$ cat src/rtl/wsd_pkg.sv
// Shared types and constants for the WebSocket frame deframer.
// No dependencies; imported by every module of the block.
`default_nettype none
package wsd_pkg;

   // result kind codes
   localparam logic [1:0] KIND_PAYLOAD = 2'd0;
   localparam logic [1:0] KIND_HEADER  = 2'd1;
   localparam logic [1:0] KIND_ERROR   = 2'd2;

   // header byte fields
   localparam logic [7:0] HDR_TOP_BIT  = 8'h80;
   localparam logic [7:0] HDR_LEN_MASK = 8'h7f;
   localparam logic [6:0] LEN_EXT16    = 7'd126;
   localparam logic [6:0] LEN_EXT64    = 7'd127;
   localparam logic [3:0] EXT16_BYTES  = 4'd2;
   localparam logic [3:0] EXT64_BYTES  = 4'd8;

   typedef struct packed {
      logic [7:0] in_byte;
      logic       frame_start;
   } wsd_req_type;

   typedef struct packed {
      logic [1:0]  kind;
      logic [7:0]  payload_byte;
      logic [63:0] payload_length;
      logic        fin_flag;
      logic        last;
   } wsd_rsp_type;

   // classified work handed from the parser to the output stage
   typedef struct packed {
      logic [1:0]  kind;
      logic [7:0]  data;
      logic [7:0]  key_byte;
      logic [63:0] length;
      logic        fin;
      logic        last;
   } wsd_cmd_type;

   typedef enum logic [5:0] {
      PH_IDLE    = 6'b000001,
      PH_HDR1    = 6'b000010,
      PH_EXT     = 6'b000100,
      PH_KEY     = 6'b001000,
      PH_PAYLOAD = 6'b010000,
      PH_DISCARD = 6'b100000
   } wsd_phase_type;

endpackage
`default_nettype wire

$ cat src/rtl/wsd_front.sv
// Front end: frame header parser, turns each accepted byte into at most one command.
// Depends on wsd_pkg.
`default_nettype none
module wsd_front (
   input  wire logic                 clock,
   input  wire logic                 reset,
   input  wire logic                 accept,
   input  wire wsd_pkg::wsd_req_type req,
   output logic                      cmd_push,
   output wsd_pkg::wsd_cmd_type      cmd
);
   import wsd_pkg::*;

   wsd_phase_type phase_ff, phase_in;
   logic [3:0]    ext_left_ff, ext_left_in;
   logic [63:0]   accum_ff, accum_in;
   logic [31:0]   key_ff, key_in;
   logic [1:0]    key_seen_ff, key_seen_in;
   logic [1:0]    idx_ff, idx_in;
   logic [63:0]   left_ff, left_in;
   logic          fin_ff, fin_in;

   logic          hdr_done;
   logic [63:0]   hdr_len;
   logic [6:0]    len7;
   logic [7:0]    kb;
   logic [63:0]   shifted;

   assign len7    = 7'(req.in_byte & HDR_LEN_MASK);
   assign shifted = {accum_ff[55:0], req.in_byte};

   always_comb begin
      case (idx_ff)
         2'd0:    kb = key_ff[31:24];
         2'd1:    kb = key_ff[23:16];
         2'd2:    kb = key_ff[15:8];
         default: kb = key_ff[7:0];
      endcase
   end

   always_comb begin
      phase_in    = phase_ff;
      ext_left_in = ext_left_ff;
      accum_in    = accum_ff;
      key_in      = key_ff;
      key_seen_in = key_seen_ff;
      idx_in      = idx_ff;
      left_in     = left_ff;
      fin_in      = fin_ff;
      hdr_done    = 1'b0;
      hdr_len     = '0;
      cmd_push    = 1'b0;
      cmd         = '0;
      cmd.fin     = fin_ff;
      if (accept) begin
         if (req.frame_start) begin
            fin_in      = (req.in_byte & HDR_TOP_BIT) != 8'h00;
            ext_left_in = '0;
            accum_in    = '0;
            key_in      = '0;
            key_seen_in = '0;
            idx_in      = '0;
            left_in     = '0;
            phase_in    = PH_HDR1;
         end else begin
            case (phase_ff)
               PH_HDR1: begin
                  if ((req.in_byte & HDR_TOP_BIT) == 8'h00) begin
                     // unmasked client frame
                     phase_in = PH_DISCARD;
                     cmd_push = 1'b1;
                     cmd.kind = KIND_ERROR;
                  end else if (len7 == LEN_EXT16 || len7 == LEN_EXT64) begin
                     ext_left_in = (len7 == LEN_EXT16) ? EXT16_BYTES : EXT64_BYTES;
                     accum_in    = '0;
                     phase_in    = PH_EXT;
                  end else begin
                     hdr_done = 1'b1;
                     hdr_len  = 64'(len7);
                  end
               end
               PH_EXT: begin
                  accum_in    = shifted;
                  ext_left_in = ext_left_ff - 4'd1;
                  if (ext_left_ff == 4'd1) begin
                     hdr_done = 1'b1;
                     hdr_len  = shifted;
                  end
               end
               PH_KEY: begin
                  key_in      = {key_ff[23:0], req.in_byte};
                  key_seen_in = key_seen_ff + 2'd1;
                  if (key_seen_ff == 2'd3) begin
                     phase_in = (left_ff == 64'd0) ? PH_IDLE : PH_PAYLOAD;
                  end
               end
               PH_PAYLOAD: begin
                  idx_in       = idx_ff + 2'd1;
                  left_in      = left_ff - 64'd1;
                  cmd_push     = 1'b1;
                  cmd.kind     = KIND_PAYLOAD;
                  cmd.data     = req.in_byte;
                  cmd.key_byte = kb;
                  cmd.last     = (left_ff == 64'd1);
                  if (left_ff == 64'd1) begin
                     phase_in = PH_IDLE;
                  end
               end
               default: begin
               end
            endcase
            if (hdr_done) begin
               left_in     = hdr_len;
               key_in      = '0;
               key_seen_in = '0;
               idx_in      = '0;
               phase_in    = PH_KEY;
               cmd_push    = 1'b1;
               cmd.kind    = KIND_HEADER;
               cmd.length  = hdr_len;
               cmd.last    = (hdr_len == 64'd0);
            end
         end
      end
   end

   always_ff @(posedge clock) begin
      if (reset) begin
         phase_ff    <= PH_IDLE;
         ext_left_ff <= '0;
         accum_ff    <= '0;
         key_ff      <= '0;
         key_seen_ff <= '0;
         idx_ff      <= '0;
         left_ff     <= '0;
         fin_ff      <= 1'b0;
      end else begin
         phase_ff    <= phase_in;
         ext_left_ff <= ext_left_in;
         accum_ff    <= accum_in;
         key_ff      <= key_in;
         key_seen_ff <= key_seen_in;
         idx_ff      <= idx_in;
         left_ff     <= left_in;
         fin_ff      <= fin_in;
      end
   end

`ifndef SYNTH
   a_push_needs_accept: assert property (@(posedge clock) disable iff (reset)
      cmd_push |-> accept)
      else $error("command without accepted byte");
   a_payload_left_nonzero: assert property (@(posedge clock) disable iff (reset)
      phase_ff == PH_PAYLOAD |-> left_ff != 64'd0)
      else $error("payload phase with nothing left");
   a_ext_left_range: assert property (@(posedge clock) disable iff (reset)
      phase_ff == PH_EXT |-> (ext_left_ff != 4'd0 && ext_left_ff <= EXT64_BYTES))
      else $error("extended length count out of range");
`endif

endmodule
`default_nettype wire

$ cat src/rtl/wsd_queue.sv
// Short command queue decoupling the parser from the output stage.
// Depends on wsd_pkg.
`default_nettype none
module wsd_queue #(
   parameter int DEPTH = 4
) (
   input  wire logic                 clock,
   input  wire logic                 reset,
   input  wire logic                 push,
   input  wire wsd_pkg::wsd_cmd_type push_data,
   input  wire logic                 pop,
   output wsd_pkg::wsd_cmd_type      pop_data,
   output logic                      full,
   output logic                      empty
);
   import wsd_pkg::*;

   localparam int PW = (DEPTH > 1) ? $clog2(DEPTH) : 1;
   localparam int CW = $clog2(DEPTH + 1);
   localparam logic [PW-1:0] LAST_SLOT = PW'(DEPTH - 1);
   localparam logic [CW-1:0] FULL_CNT  = CW'(DEPTH);

   wsd_cmd_type   slot_ff [DEPTH];
   logic [PW-1:0] wr_ff, wr_in;
   logic [PW-1:0] rd_ff, rd_in;
   logic [CW-1:0] count_ff, count_in;

   assign full     = (count_ff == FULL_CNT);
   assign empty    = (count_ff == '0);
   assign pop_data = slot_ff[rd_ff];

   always_comb begin
      wr_in    = wr_ff;
      rd_in    = rd_ff;
      count_in = count_ff;
      if (push) begin
         wr_in = (wr_ff == LAST_SLOT) ? '0 : wr_ff + PW'(1);
      end
      if (pop) begin
         rd_in = (rd_ff == LAST_SLOT) ? '0 : rd_ff + PW'(1);
      end
      if (push && !pop) begin
         count_in = count_ff + CW'(1);
      end else if (pop && !push) begin
         count_in = count_ff - CW'(1);
      end
   end

   always_ff @(posedge clock) begin
      if (reset) begin
         wr_ff    <= '0;
         rd_ff    <= '0;
         count_ff <= '0;
      end else begin
         wr_ff    <= wr_in;
         rd_ff    <= rd_in;
         count_ff <= count_in;
      end
   end

   always_ff @(posedge clock) begin
      if (push) begin
         slot_ff[wr_ff] <= push_data;
      end
   end

`ifndef SYNTH
   a_count_bound: assert property (@(posedge clock) disable iff (reset)
      count_ff <= FULL_CNT)
      else $error("queue count overflow");
   a_no_overrun: assert property (@(posedge clock) disable iff (reset)
      push |-> (!full || pop))
      else $error("push into full queue");
   a_no_underrun: assert property (@(posedge clock) disable iff (reset)
      pop |-> !empty)
      else $error("pop from empty queue");
`endif

endmodule
`default_nettype wire

$ cat src/rtl/wsd_back.sv
// Back end: unmasks payload bytes and holds the result register toward the consumer.
// Depends on wsd_pkg.
`default_nettype none
module wsd_back (
   input  wire logic                 clock,
   input  wire logic                 reset,
   input  wire logic                 cmd_avail,
   input  wire wsd_pkg::wsd_cmd_type cmd,
   output logic                      cmd_take,
   input  wire logic                 rsp_pop,
   output logic                      rsp_empty,
   output wsd_pkg::wsd_rsp_type      rsp_item
);
   import wsd_pkg::*;

   logic        valid_ff, valid_in;
   wsd_rsp_type rsp_ff, rsp_in;
   logic        out_pop;

   assign out_pop   = valid_ff && rsp_pop;
   assign cmd_take  = cmd_avail && (!valid_ff || rsp_pop);
   assign rsp_empty = !valid_ff;
   assign rsp_item  = rsp_ff;

   always_comb begin
      rsp_in                = rsp_ff;
      valid_in              = valid_ff && !out_pop;
      if (cmd_take) begin
         valid_in              = 1'b1;
         rsp_in.kind           = cmd.kind;
         rsp_in.payload_byte   = cmd.data ^ cmd.key_byte;
         rsp_in.payload_length = cmd.length;
         rsp_in.fin_flag       = cmd.fin;
         rsp_in.last           = cmd.last;
      end
   end

   always_ff @(posedge clock) begin
      if (reset) begin
         valid_ff <= 1'b0;
      end else begin
         valid_ff <= valid_in;
      end
   end

   always_ff @(posedge clock) begin
      rsp_ff <= rsp_in;
   end

`ifndef SYNTH
   a_take_needs_room: assert property (@(posedge clock) disable iff (reset)
      cmd_take |-> (!valid_ff || rsp_pop))
      else $error("result register overwritten");
   a_held_result: assert property (@(posedge clock) disable iff (reset)
      (valid_ff && !rsp_pop) |=> (valid_ff && rsp_ff == $past(rsp_ff)))
      else $error("waiting result changed");
   a_kind_code: assert property (@(posedge clock) disable iff (reset)
      valid_ff |-> (rsp_ff.kind == KIND_PAYLOAD || rsp_ff.kind == KIND_HEADER ||
                    rsp_ff.kind == KIND_ERROR))
      else $error("bad result kind");
`endif

endmodule
`default_nettype wire

$ cat src/rtl/websocket_frame_deframer.sv
// Client WebSocket frame deframer: one byte in per cycle while req_full is low,
// header/payload/error results out through the command queue, then the result register.
// Throughput: one byte per cycle sustained while req_full is low; the queue and result
// register absorb up to QUEUE_DEPTH+1 results of consumer stall before req_full rises.
// Reset: synchronous, active high; parser returns to idle, queue and result register empty.
// Depends on wsd_pkg, wsd_front, wsd_queue, wsd_back.
`default_nettype none
module websocket_frame_deframer #(
   parameter int QUEUE_DEPTH = 4
) (
   input  wire logic                 clock,
   input  wire logic                 reset,
   // byte input
   input  wire logic                 req_push,
   output logic                      req_full,
   input  wire wsd_pkg::wsd_req_type req_item,
   // result output
   output logic                      rsp_empty,
   input  wire logic                 rsp_pop,
   output wsd_pkg::wsd_rsp_type      rsp_item
);
   import wsd_pkg::*;

   logic        in_accept;
   logic        cmd_push;
   wsd_cmd_type cmd_in;
   wsd_cmd_type cmd_out;
   logic        q_full;
   logic        q_empty;
   logic        cmd_take;

   // the parser never stalls by itself: input waits only on queue space
   assign req_full  = q_full;
   assign in_accept = req_push && !q_full;

   // front: phase tracking, length assembly, key capture, key byte select
   wsd_front u_front (
      .clock    (clock),
      .reset    (reset),
      .accept   (in_accept),
      .req      (req_item),
      .cmd_push (cmd_push),
      .cmd      (cmd_in)
   );

   // decoupling queue, one entry per emitted result
   wsd_queue #(
      .DEPTH (QUEUE_DEPTH)
   ) u_queue (
      .clock     (clock),
      .reset     (reset),
      .push      (cmd_push),
      .push_data (cmd_in),
      .pop       (cmd_take),
      .pop_data  (cmd_out),
      .full      (q_full),
      .empty     (q_empty)
   );

   // back: unmask and present the oldest result
   wsd_back u_back (
      .clock     (clock),
      .reset     (reset),
      .cmd_avail (!q_empty),
      .cmd       (cmd_out),
      .cmd_take  (cmd_take),
      .rsp_pop   (rsp_pop),
      .rsp_empty (rsp_empty),
      .rsp_item  (rsp_item)
   );

endmodule
`default_nettype wire
$ cat config.mk
export PLATFORM = sky130hd
export DESIGN_NAME = websocket_frame_deframer
export DESIGN_NICKNAME = d
export VERILOG_FILES = /design/src/rtl/wsd_pkg.sv /design/src/rtl/wsd_front.sv /design/src/rtl/wsd_queue.sv /design/src/rtl/wsd_back.sv /design/src/rtl/websocket_frame_deframer.sv
export SDC_FILE = /design/constraint.sdc
export NUM_CORES = 1
export LEC_CHECK = 0
export ABC_AREA = 0
export BUFFER_PORTS_ARGS = -buffer_cell sky130_fd_sc_hd__buf_2
export CORE_MARGIN = 10
export CORE_UTILIZATION = 35
export CTS_CLUSTER_SIZE = 30
export DETAILED_ROUTE_END_ITERATION = 12
export HOLD_SLACK_MARGIN = 0.03
export SLEW_MARGIN = 40
export SYNTH_ARGS = -nofsm -noshare
export SYNTH_HDL_FRONTEND = slang
export SYNTH_SLANG_ARGS = --single-unit
$ cat constraint.sdc
create_clock -name clock -period 15.9 [get_ports clock]
set_clock_uncertainty 0.1 [all_clocks]
set_input_delay 2.385 -clock clock [delete_from_list [all_inputs] [get_ports clock]]
set_output_delay 2.385 -clock clock [all_outputs]
set_load 0.02 [all_outputs]
=== After elaboration in Yosys (flattened, before gate mapping) ===
Memory sizes are Yosys's and may differ from the RTL's. A register that Yosys moved wholly into a read port is not among the register bits.
Cells that the tools add are included.

* Output and inout port bits: 78
* Memory bits (writable): 336
* Input port bits: 13
* Bits in registers: 251
* Memories kept: 1

* Equality and inequality tests: 19
* Reductions and logical operators: 29
* Multiplexer cells: 67
* Bitwise logic cells: 1
* Add/subtract/negate cells: 8

{| class="wikitable"
|+ Memories
! memory !! words !! bits a word !! read ports !! clocked after Yosys merged registers in !! wr ports !! RTL line !! text
|-
| u_queue.slot_ff || 4 || 84 || 1 || 1 || 1 || wsd_queue.sv:23 || <nowiki>wsd_cmd_type slot_ff [DEPTH];</nowiki>
|}

{| class="wikitable"
|+ Operators with widths
! kind !! number
|-
| 2-to-1 mux 64 bit || 7
|-
| 2-to-1 mux 56 bit || 3
|-
| 2-to-1 mux 82 bit || 2
|-
| zero test 64 bit || 2
|-
| case mux 64 bit (2 select lines) || 1
|-
| case mux 56 bit (2 select lines) || 1
|-
| 2-to-1 mux 32 bit || 3
|-
| == test 64 x 1 -> 1 bit (second input constant) || 1
|-
| subtractor 64 x 1 -> 64 bit (second input constant) || 1
|-
| 2-to-1 mux 6 bit || 6
|-
| 2-to-1 mux 2 bit || 13
|-
| case mux 8 bit (3 select lines) || 1
|-
| case mux 6 bit (3 select lines) || 1
|-
| 2-to-1 mux 1 bit || 16
|-
| 2-to-1 mux 16 bit || 1
|-
| 2-to-1 mux 4 bit || 4
|-
| == test 7 bit (second input constant) || 2
|-
| 2-to-1 mux 7 bit || 2
|-
| nonzero test 3 bit || 3
|-
| adder 2 x 1 -> 2 bit (second input constant) || 4
|-
| == test 2 bit (second input constant) || 4
|-
| zero test 8 bit || 1
|-
| inequality test 4 x 2 -> 1 bit (second input constant) || 2
|-
| case mux 4 bit (2 select lines) || 1
|-
| 27 further kinds || 42
|}

=== Logic depth before layout (Yosys ltp) ===
Gate-level depths: netlist of run 1.

* Depth in word-level cells: 14
* Mapped depth: 15
* Depth with buffers taken out: 12

=== By module ===
From an unflattened synthesis of run 1, not the netlist that was laid out.

* Cell total of the unflattened synthesis: 1778
* Area, all modules: 24064.3 µm²

{| class="wikitable"
|+ By module, submodules not included
! module !! sequential area each (µm²) !! cells each !! times used !! area an instance (µm²)
|-
| wsd_queue || 10269.8 || 482 || 1 || 12558.3
|-
| wsd_front || 3343.2 || 1204 || 1 || 9091.2
|-
| wsd_back || 2302.2 || 90 || 1 || 2397.3
|-
| websocket_frame_deframer || 0.0 || 2 || 1 || 17.5
|}

=== Worst setup path after synthesis of run 1 ===
OpenSTA, ideal clock, no wires.

* Path kind: input to register
* Start point: input rsp_pop
* End point: register u_queue.count_ff[2]
* Path buffers: 0
* Required time: 15730 ps
* Data arrival time: 7759 ps
* Path slack: 7970 ps
* Library setup time: 70 ps
* Stages: 9
* Cells stage by stage: inv_1 > a21oi_1 > inv_1 > ha_1 > inv_1 > fa_1 > xor2_1 > or3_1 > a21oi_1

* Cells in the longest elaborated chain, start to end: 5

{| class="wikitable"
|+ RTL lines
! item !! RTL line !! text
|-
| start, declared || websocket_frame_deframer.sv:19 || <nowiki>input wire logic rsp_pop,</nowiki>
|-
| logical OR 1 bit (*) || wsd_back.sv:21 || <nowiki>assign cmd_take = cmd_avail && (!valid_ff || rsp_pop);</nowiki>
|-
| logical AND 1 bit (*) || wsd_back.sv:21 ||
|-
| via cmd_take || websocket_frame_deframer.sv:30 || <nowiki>logic cmd_take;</nowiki>
|-
| zero test 1 bit || wsd_queue.sv:42 || <nowiki>if (push && !pop) begin</nowiki>
|-
| logical AND 1 bit || wsd_queue.sv:42 ||
|-
| 2-to-1 mux 3 bit / nonzero test 2 bit (equally long branches) || n/a ||
|-
| end signal, assigned || wsd_queue.sv:57 || <nowiki>count_ff <= count_in;</nowiki>
|-
| end, declared || wsd_queue.sv:26 || <nowiki>logic [CW-1:0] count_ff, count_in;</nowiki>
|}

The timed path passes the listed nets; every way through them passes the cells marked *.
A chain may end at the register's enable or synchronous reset.

=== Worst setup path after layout of run 1 ===
* Start point: input req_item[3] (netlist name)
* End point: register u_front.ext_left_ff[2]

* Cells in the longest elaborated chain, start to end: 4

{| class="wikitable"
|+ RTL lines
! item !! RTL line !! text
|-
| start, declared || websocket_frame_deframer.sv:16 || <nowiki>input wire wsd_pkg::wsd_req_type req_item,</nowiki>
|-
| == test 7 bit || wsd_front.sv:73 || <nowiki>end else if (len7 == LEN_EXT16 || len7 == LEN_EXT64) begin</nowiki>
|-
| logical OR 1 bit (*) || wsd_front.sv:73 ||
|-
| inequality test 3 x 2 -> 1 bit (no source line) (*) || n/a ||
|-
| AND reduction 4 bit (no source line) (*) || n/a ||
|-
| end signal, assigned || wsd_front.sv:139 || <nowiki>ext_left_ff <= ext_left_in;</nowiki>
|-
| end, declared || wsd_front.sv:15 || <nowiki>logic [3:0] ext_left_ff, ext_left_in;</nowiki>
|}

Every way passes the cells marked *; elsewhere a longest branch is shown, timed or not.

==> results of run 1 <==
-- where the power goes --
group,internal (uW),switching [uW]
registers,1810,73.4
clock network,817,585
logic,319,534
-- metal layers --
layer	up-vias	part of all wire, %	track usage, %
met5	-	0	0
met4	0	3.2	5.55
met3	95	6.3	2.50
met2	589	49	25.6
met1	7704	41	19.2
li1	7025	-	-
-- worst max-delay path by stage --
stage | to | cells after the start | startpoint
after detailed placement | u_front.ext_left_ff[2] | 8 | req_item[3]
after CTS | u_front.accum_ff[14] | 8 | req_item[3]
after global placement | u_front.ext_left_ff[0] | 8 | req_item[3]
after floorplan | u_queue.count_ff[2] | 9 | rsp_pop
final | u_front.ext_left_ff[2] | 8 | req_item[3]
after global routing | u_front.accum_ff[14] | 8 | req_item[2]
-- sequential cells by signal, summed over array words and instances, names as in the netlist, named ones only --
register	cells
u_queue.slot_ff	336
u_back.rsp_item	76
u_front.left_ff	64
u_front.accum_ff	56
u_front.key_ff	32
u_front.phase_ff	6
u_front.ext_left_ff	4
u_queue.count_ff	3
u_front.idx_ff	2
u_front.key_seen_ff	2
u_queue.rd_ff	2
u_queue.wr_ff	2
u_back.valid_ff	1
u_front.fin_ff	1
-- layout make-up --
| type | count | area, um2 | share of cell area [%] |
|---|---|---|---|
| repair buffers | 116 | 697 | 2.54 |
| clock buffers | 87 | 1680 | 6.13 |
| inverters | 32 | 120 | 0.438 |
| clock inverters | 27 | 295 | 1.08 |
| flip-flops and latches | 589 | 15900 | 58.0 |
| well taps | 873 | 1090 | 3.98 |
| multi-input cells | 1072 | 7620 | 27.8 |
-- per-stage QoR --
stage / std cells / area, um2 / setup WS [ns] / utilization [%]
floorplan: 1803 / 24000 / 7.97 / -
global placement: 2678 / 25300 / 10.05 / 37.4
detailed placement: 2681 / 25400 / 10.19 / 37.6
global route: 2796 / 27400 / 10.51 / 40.6
CTS: 2795 / 27400 / 10.85 / 40.5
finish: 2796 / 27400 / 10.78 / 40.6
-- cell usage in the layout, fill, tap and decap left out, types with 11 or more instances in the layout --
| master | synthesis | layout |
|---|---|---|
| edfxtp_1 | 412 | 412 |
| nand2_1 | 190 | 188 |
| dfxtp_1 | 177 | 175 |
| a21oi_1 | 131 | 130 |
| nor2_1 | 129 | 126 |
| buf_2 | 22 | 90 |
| mux4_2 | 76 | 76 |
| and3_1 | 73 | 73 |
| o21ai_0 | 73 | 73 |
| clkbuf_16 | 0 | 60 |
| a22oi_1 | 41 | 41 |
| xor2_1 | 38 | 38 |
| nor3_1 | 39 | 37 |
| nor4_1 | 36 | 35 |
| inv_1 | 32 | 32 |
| nand3_1 | 28 | 28 |
| clkbuf_1 | 66 | 19 |
| buf_4 | 4 | 18 |
| ha_1 | 15 | 15 |
| o211ai_1 | 14 | 14 |
| nand4_1 | 11 | 11 |
| a31oi_1 | 11 | 11 |
-- logic make-up after synthesis --
| kind of cell | share of synthesized area [%] |
|---|---|
| fa+ha+maj | 0.865 |
| flops | 66.3 |
| simple gates | 11.9 |
| buf+inv | 2.52 |
| compound gates | 9.45 |
| mux | 7.47 |
| xor+xnor | 1.53 |
==> metrics.txt, run 1 <==
die width 282 um; Max Fclk 0.195 GHz; FF-to-FF path depth 7; Final Slew Violations 0; Final period util 32.2%; CP required 16.31 ns; die height 282 um; Final Setup Violations 0; CTS buffer count 60; vias in the first global route 15400; Synth area leader edfxtp_1; synth top area cells edfxtp_1, dfxtp_1, mux4_2; Setup CP Type primary input to register; vias per std cell 5.51; DR DRC count 0; Ports 91; EDFF count, synth 412; All-Layer GR Usage 15.1%; syn_nets 1832; filler instances 6214; GR Overflow Total 0; Final Hold Viols 0; CP peak stage delay 0.72 ns; Synth Area per Inst 13.3 um2; Yosys cell types 81; Period minus WS final 5.12 ns; worst ir drop on vdd 0.0922 mV; half-perimeter wire length after placement 38.7 mm; routed wire length 60.8 mm; share of cells above drive strength 1 17.3%; commonest cells in the netlist edfxtp_1, nand2_1, dfxtp_1; Final ANT Viol Nets 0; minimum hold slack 0.375 ns; worst-margin pin slew 0.871 ns; Clock Sinks 589; unrepaired setup endpoints after global routing no; Synth Flop Type edfxtp_1; Starting Density 35.5%; Slew headroom 41.9%; cts hold-fix bufs 0; Post-CTS Setup Inserts 0; crit-path leading delay family compound AO/OA/AOI/OAI gates; post_cts resized 0; top-count cell post-synth edfxtp_1; number of buffers added on ports 90; WHS Endpoint u_front.left_ff[57]; FF+latch count, synth 589; total power 4140 uW; clock latency on the worst-skew pair 0.63 ns; Slowest cell on crit path o21ai_4; R2R Path Start u_front.ext_left_ff[0]; synthesized area 24000 um2; core area 67600 um2; CTS Buffer Depth 3; Hold Path Class register to register; status finished, final reports clean; crit path DAT 5.52 ns; setup_tns 0 ns; DR vias 15400; Placer Congestion 0.888; clock root buffer clkbuf_16; hold-critical path depth 1; CTS tree done; hold wc startpoint u_front.left_ff[57]; cell count after synthesis 1803; Startpoint Class primary input; Routed wire per std cell 21.8 um; pin count of the biggest net entering global routing 82; Area growth syn-to-layout 14.2%; First-pass DRT Iterations 8; Yosys warning total 0; CP max FO 60; Seq/Total Area, Yosys 66.3%; CP Capture Type register; Final #Nets 1900; Buf/Inv on CP 2; full die area 79500 um2; first-pass GRT wire length 93.5 mm; H-tree Lvls 2; pwr dens 151 nW/um2; max-capacitance violation count 0; area share of the largest cell type after synthesis 51.5%; row cnt 95; R2R setup slack 11.78 ns; Ant. Diodes 0; leakage 0.00946 uW; post-synthesis async set-or-reset flop share 0%; initial antenna violation count 0; CTS clock-pin slew for the worst setup and hold paths 0.07 ns; crit-path cells buf_2 > nand2_1 > or3_1 > o311ai_1 > nand2_4 > o21ai_4 > buf_4 > nor2_1; DR iter-0 viols 1661; Critical R2R Capture u_queue.slot_ff[3][41]
Note: power is estimated with default switching activity, not from simulation.
==> run 2: changes to the inputs <==
Clock period 15.9 ns to 5.35 ns, I/O delays scaled along.
==> run 2 against run 1 <==
Compared with the run above: via count shrank 0.39%; first-iteration DRC count shrank 15%; non-clock buffer count grew 9; die area is the same; critical path depth grew 3; cell area grew 0.26%; clock power grew to 3.0 times the previous value; utilization grew 0.11 points.
==> metrics.txt, run 2 (synthesis results as in run 1) <==
H-tree Lvls 2 (unchanged); Final Setup Violations 0 (unchanged); Placer Congestion 0.879 (was 0.888); Max Fclk 0.282 GHz; die width 282 um (unchanged); vias per std cell 5.48 (was 5.51); die height 282 um (unchanged); first-pass GRT wire length 92.9 mm (was 93.5 mm); full die area 79500 um2 (unchanged); share of cells above drive strength 1 17.6% (was 17.3%); Startpoint Class register (was primary input); Final ANT Viol Nets 0 (unchanged); clock latency on the worst-skew pair 0.63 ns (about the same); DR iter-0 viols 1412 (was 1661); Final Hold Viols 0 (unchanged); post_cts resized 0 (unchanged); CP max FO 20 (was 60); Setup CP Type register to register (was primary input to register); All-Layer GR Usage 15.0% (was 15.1%); CP Capture Type register (unchanged); most common cell after layout, fill and taps aside edfxtp_1 (unchanged); Finished Core Util 40.7% (was 40.6%); fin area 27500 um2 (was 27400 um2); CTS clock-pin slew for the worst setup and hold paths 0.06 ns (was 0.07 ns); placed cell area 25500 um2 (was 25400 um2); GR Overflow Total 0 (unchanged); Period minus WS final 3.55 ns; filler instances 6172 (was 6214); number of flip-flops in the largest register 336 (unchanged); crit path DAT 4.00 ns (was 5.52 ns); Multi-input gate area 7590 um2 (was 7620 um2); most frequent cells in the layout edfxtp_1, nand2_1, dfxtp_1, a21oi_1, nor2_1 (unchanged); Ant. Diodes 0 (unchanged); R2R Path Start u_front.ext_left_ff[0] (unchanged); CP required 5.79 ns (was 16.31 ns); CTS buffer count 59 (was 60); status finished, final reports clean (unchanged); max-capacitance violation count 0 (unchanged); Final #Nets 1908 (was 1900); core area 67600 um2 (unchanged); number of buffers added on ports 90 (unchanged); worst ir drop on vdd 0.269 mV (was 0.0922 mV); Clock Sinks 589 (unchanged); Register Area 15900 um2 (unchanged); routed wire length 60.2 mm (was 60.8 mm); vias in the first global route 15200 (was 15400); CTS Buffer Depth 3 (unchanged); Post-CTS Setup Inserts 0 (unchanged); First-pass DRT Iterations 6 (was 8); CTS tree done (unchanged); Final period util 66.4%; Biggest register u_queue.slot_ff (unchanged); Final Slew Violations 0 (unchanged); half-perimeter wire length after placement 38.8 mm (was 38.7 mm); leakage 0.00951 uW (was 0.00946 uW); Starting Density 35.5% (unchanged); Slew headroom 45.8% (was 41.9%); DR DRC count 0 (unchanged); pin count of the biggest net entering global routing 81 (was 82); unrepaired setup endpoints after global routing no (unchanged); Area growth syn-to-layout 14.5% (was 14.2%); pwr dens 448 nW/um2 (was 151 nW/um2); setup_tns 0 ns (unchanged); worst setup path startpoint u_front.ext_left_ff[0] (was req_item[3]); hold wc startpoint u_front.left_ff[63] (was u_front.left_ff[57]); row cnt 95 (unchanged); DR vias 15400 (about the same); Ports 91 (unchanged); Hold Path Class register to register (unchanged); initial antenna violation count 0 (unchanged); Routed wire per std cell 21.5 um (was 21.8 um); clock root buffer clkbuf_16 (unchanged); worst-margin pin slew 0.813 ns (was 0.871 ns); cts hold-fix bufs 0 (unchanged)
==> run 2: cell types whose count changed in the layout (fill, tap and decap cells not counted), sizes merged <==
cell,change
clkbuf,-8
inv,+3
buf,+9
bufinv,+2
clkinv,+1
==> run 2: worst paths after layout <==
kind,end,slack [ns],cells after the start
worst min register to register,u_front.left_ff[63],0.38,2
worst max-delay path,u_queue.count_ff[2],1.80,11
worst min-delay path,u_front.left_ff[63],0.38,2
worst max register to register,u_queue.count_ff[2],1.80,11
==> run 2: per-layer routing <==
metal  up-vias  track usage [%]  wire, um
li1       7028                -         -
met1      7682             19.7     25300
met2       544             24.8     29300
met3        99             2.77      4050
met4         0             4.62      1620
met5         -                0         0
==> run 2: stage by stage <==
| step | power [uW] | std cells | worst slack [ns] | hold WS (ns) |
|---|---|---|---|---|
| 2_1_floorplan | 7390 | 1803 | 0.887 | 0.333 |
| 3_3_place_gp | 8230 | 2687 | 1.87 | 0.352 |
| 3_5_place_dp | 8270 | 2690 | 1.78 | 0.349 |
| 4_1_cts | 12500 | 2802 | 1.77 | 0.367 |
| 5_1_grt | 12900 | 2803 | 1.58 | 0.386 |
| 6_report | 12300 | 2803 | 1.80 | 0.380 |
==> run 2: power by group <==
| group | total [uW] | internal (uW) | switching (uW) |
|---|---|---|---|
| registers | 5600 | 5380 | 226 |
| clock network | 4210 | 2470 | 1740 |
| logic | 2510 | 964 | 1550 |
| total | 12300 | 8810 | 3520 |
==> run 2: area by class of cell <==
class	count	share of cell area, %
Inverter	32	0.437
Timing Repair Buffer	125	2.89
Tap cell	873	3.97
Sequential cell	589	57.9
Clock inverter	33	1.31
Clock buffer	79	5.90
Multi-Input combinational cell	1072	27.6
==> run 2: worst max-delay path, stage by stage, from the launching register on <==
cell and delay [ns]:
dfxtp_1 0.41, ha_1 0.17, or3b_1 0.48, or3_4 0.52, o21ai_2 0.11, o31a_1 0.38, ha_1 0.26, inv_1 0.06
fa_1 0.37, xor2_1 0.16, or3_1 0.31, a21oi_1 0.14
==> run 3: changes to the inputs <==
Clock period 5.35 ns to 3.6 ns, I/O delays scaled along.
==> run 3 against run 2 <==
Compared with the run above: total power up 50%; via count rose by 1.3%; non-clock buffer count rose by 16; die area did not move; critical path type unchanged; highest routed layer unchanged.
==> metrics.txt, run 3 (synthesis results as in run 1) <==
max-capacitance violation count 0 (unchanged); share of cells above drive strength 1 18.4% (was 17.6%); clock root buffer clkbuf_16 (unchanged); Setup CP Type register to register (unchanged); status finished, final reports clean (unchanged); most frequent cells in the layout edfxtp_1, nand2_1, dfxtp_1, a21oi_1, nor2_1 (unchanged); CP max FO 20 (unchanged); Final Hold Viols 0 (unchanged); Ports 91 (unchanged); Logic pwr share 20.6% (was 20.4%); filler instances 6169 (was 6172); CTS Buffer Depth 3 (unchanged); first-pass GRT wire length 94.4 mm (was 92.9 mm); Starting Density 35.5% (unchanged); post_cts resized 0 (unchanged); CTS clock-pin slew for the worst setup and hold paths 0.06 ns (about the same); row cnt 95 (unchanged); die width 282 um (unchanged); DR iter-0 viols 1463 (was 1412); met3 GRT Util 2.72% (was 2.77%); Clk pwr share 34.3% (was 34.2%); half-perimeter wire length after placement 39.0 mm (was 38.8 mm); Final period util 92.5% (was 66.4%); core area 67600 um2 (unchanged); pwr dens 664 nW/um2 (was 448 nW/um2); Final Slew Violations 0 (unchanged); crit path DAT 3.78 ns (was 4.00 ns); CP Capture Type register (unchanged); Critical R2R Capture u_queue.count_ff[2] (unchanged); setup_tns 0 ns (unchanged); leakage 0.00962 uW (was 0.00951 uW); met1 Use GR 19.3% (was 19.7%); vias per std cell 5.51 (was 5.48); initial antenna violation count 1 (was 0); unrepaired setup endpoints after global routing no (unchanged); Routed wire per std cell 21.6 um (was 21.5 um); CP endpoint u_queue.count_ff[2] (unchanged); number of buffers added on ports 90 (unchanged); Hold Path Class primary input to register (was register to register); Placer Congestion 0.862 (was 0.879); Post-CTS Setup Inserts 0 (unchanged); met2 Usage GRT 26.1% (was 24.8%); DR DRC count 0 (unchanged); Area growth syn-to-layout 15.5% (was 14.5%); First-pass DRT Iterations 12 (was 6); R2R setup slack 0.27 ns (was 1.80 ns); Slew headroom 50.3% (was 45.8%); CTS buffer count 60 (was 59); CTS tree done (unchanged); most common cell after layout, fill and taps aside edfxtp_1 (unchanged); Seq pwr share 45.1% (was 45.4%); Final ANT Viol Nets 0 (unchanged); routed wire length 60.9 mm (was 60.2 mm); worst ir drop on vdd 0.393 mV (was 0.269 mV); Max Fclk 0.300 GHz (was 0.282 GHz); All-Layer GR Usage 15.2% (was 15.0%); CP required 4.05 ns (was 5.79 ns); total power 18400 uW (was 12300 uW); full die area 79500 um2 (unchanged); DR vias 15600 (was 15400); Final #Nets 1925 (was 1908); Final Setup Violations 0 (unchanged); Clock Sinks 589 (unchanged); GR Overflow Total 0 (unchanged); Top Usage Layer GRT met2 (unchanged); Pint 13200 uW (was 8810 uW); P_sw 5210 uW (was 3520 uW); Ant. Diodes 0 (unchanged); H-tree Lvls 2 (unchanged); FF-to-FF path depth 11 (unchanged); vias in the first global route 15400 (was 15200); worst-margin pin slew 0.739 ns (was 0.813 ns); R2R Path Start u_front.ext_left_ff[0] (unchanged); Period minus WS final 3.33 ns (was 3.55 ns); cts hold-fix bufs 0 (unchanged); pin count of the biggest net entering global routing 81 (unchanged); Startpoint Class register (unchanged); Biggest register u_queue.slot_ff (unchanged); worst setup path startpoint u_front.ext_left_ff[0] (unchanged); Switching Fraction 28.3% (was 28.5%); clock latency on the worst-skew pair 0.63 ns (about the same); number of flip-flops in the largest register 336 (unchanged); die height 282 um (unchanged)
run 3: changes by cell type in the layout (fill, tap and decap cells not counted), moves of 3 or more:
cell,delta
buf_12,+8
clkinv_1,-5
clkbuf_8,+12
bufinv_16,-3
inv_6,-3
buf_4,+10
run 3: worst min path at each step:
stage,depth (start not counted),slack (ns),endpoint,start
floorplan,1,0.33,u_front.left_ff[57],u_front.left_ff[57]
global route,3,0.15,u_front.accum_ff[4],req_item[5]
global placement,1,0.35,u_front.left_ff[57],u_front.left_ff[57]
finish,4,0.14,u_back.valid_ff,rsp_pop
CTS,3,0.11,u_front.accum_ff[4],req_item[5]
detailed placement,1,0.35,u_front.left_ff[57],u_front.left_ff[57]
run 3: critical path: stages, from the launching register on:
cell and delay, ns:
dfxtp_1 0.41, ha_1 0.18, or3b_1 0.47, or3_4 0.50
o21ai_2 0.11, o31a_1 0.23, ha_1 0.21, inv_1 0.06
fa_1 0.37, xor2_1 0.15, or3_1 0.30, a21oi_1 0.14
run 3: per-stage QoR:
step	hold slack, ns	util (%)	cell area, um2	worst slack [ns]	instances
finish	0.143	41.0	27700	0.271	2821
global route	0.146	41.0	27700	0.0547	2821
CTS	0.111	41.0	27700	0.249	2821
detailed placement	0.353	38.0	25700	0.276	2707
global placement	0.351	38.0	25700	0.298	2707
floorplan	0.333	-	24000	0.0965	1803
run 3: layout make-up:
type / instances / area [um2] / share of cell area (%)
Clock buffer: 93 / 1820 / 6.55
Clock inverter: 21 / 238 / 0.857
Inverter: 32 / 120 / 0.433
Multi-Input combinational cell: 1072 / 7560 / 27.2
Sequential cell: 589 / 15900 / 57.4
Tap cell: 873 / 1090 / 3.94
Timing Repair Buffer: 141 / 1000 / 3.60
run 3: power groups by stage:
stage	clock network, uW	registers [uW]	logic, uW
after floorplan	0	8920	2040
after global placement	0	8480	3880
after detailed placement	0	8490	3900
after CTS	6480	8360	3920
after global routing	6770	8410	4130
final	6320	8320	3790
run 3: layer usage:
layer | wire length, um | part of all wire (%) | vias up
met4 | 1500 | 2.5 | 0
met3 | 3650 | 6.0 | 107
met2 | 30800 | 51 | 533
met1 | 25000 | 41 | 7842
li1 | - | - | 7074
met5 | 0 | 0 | -
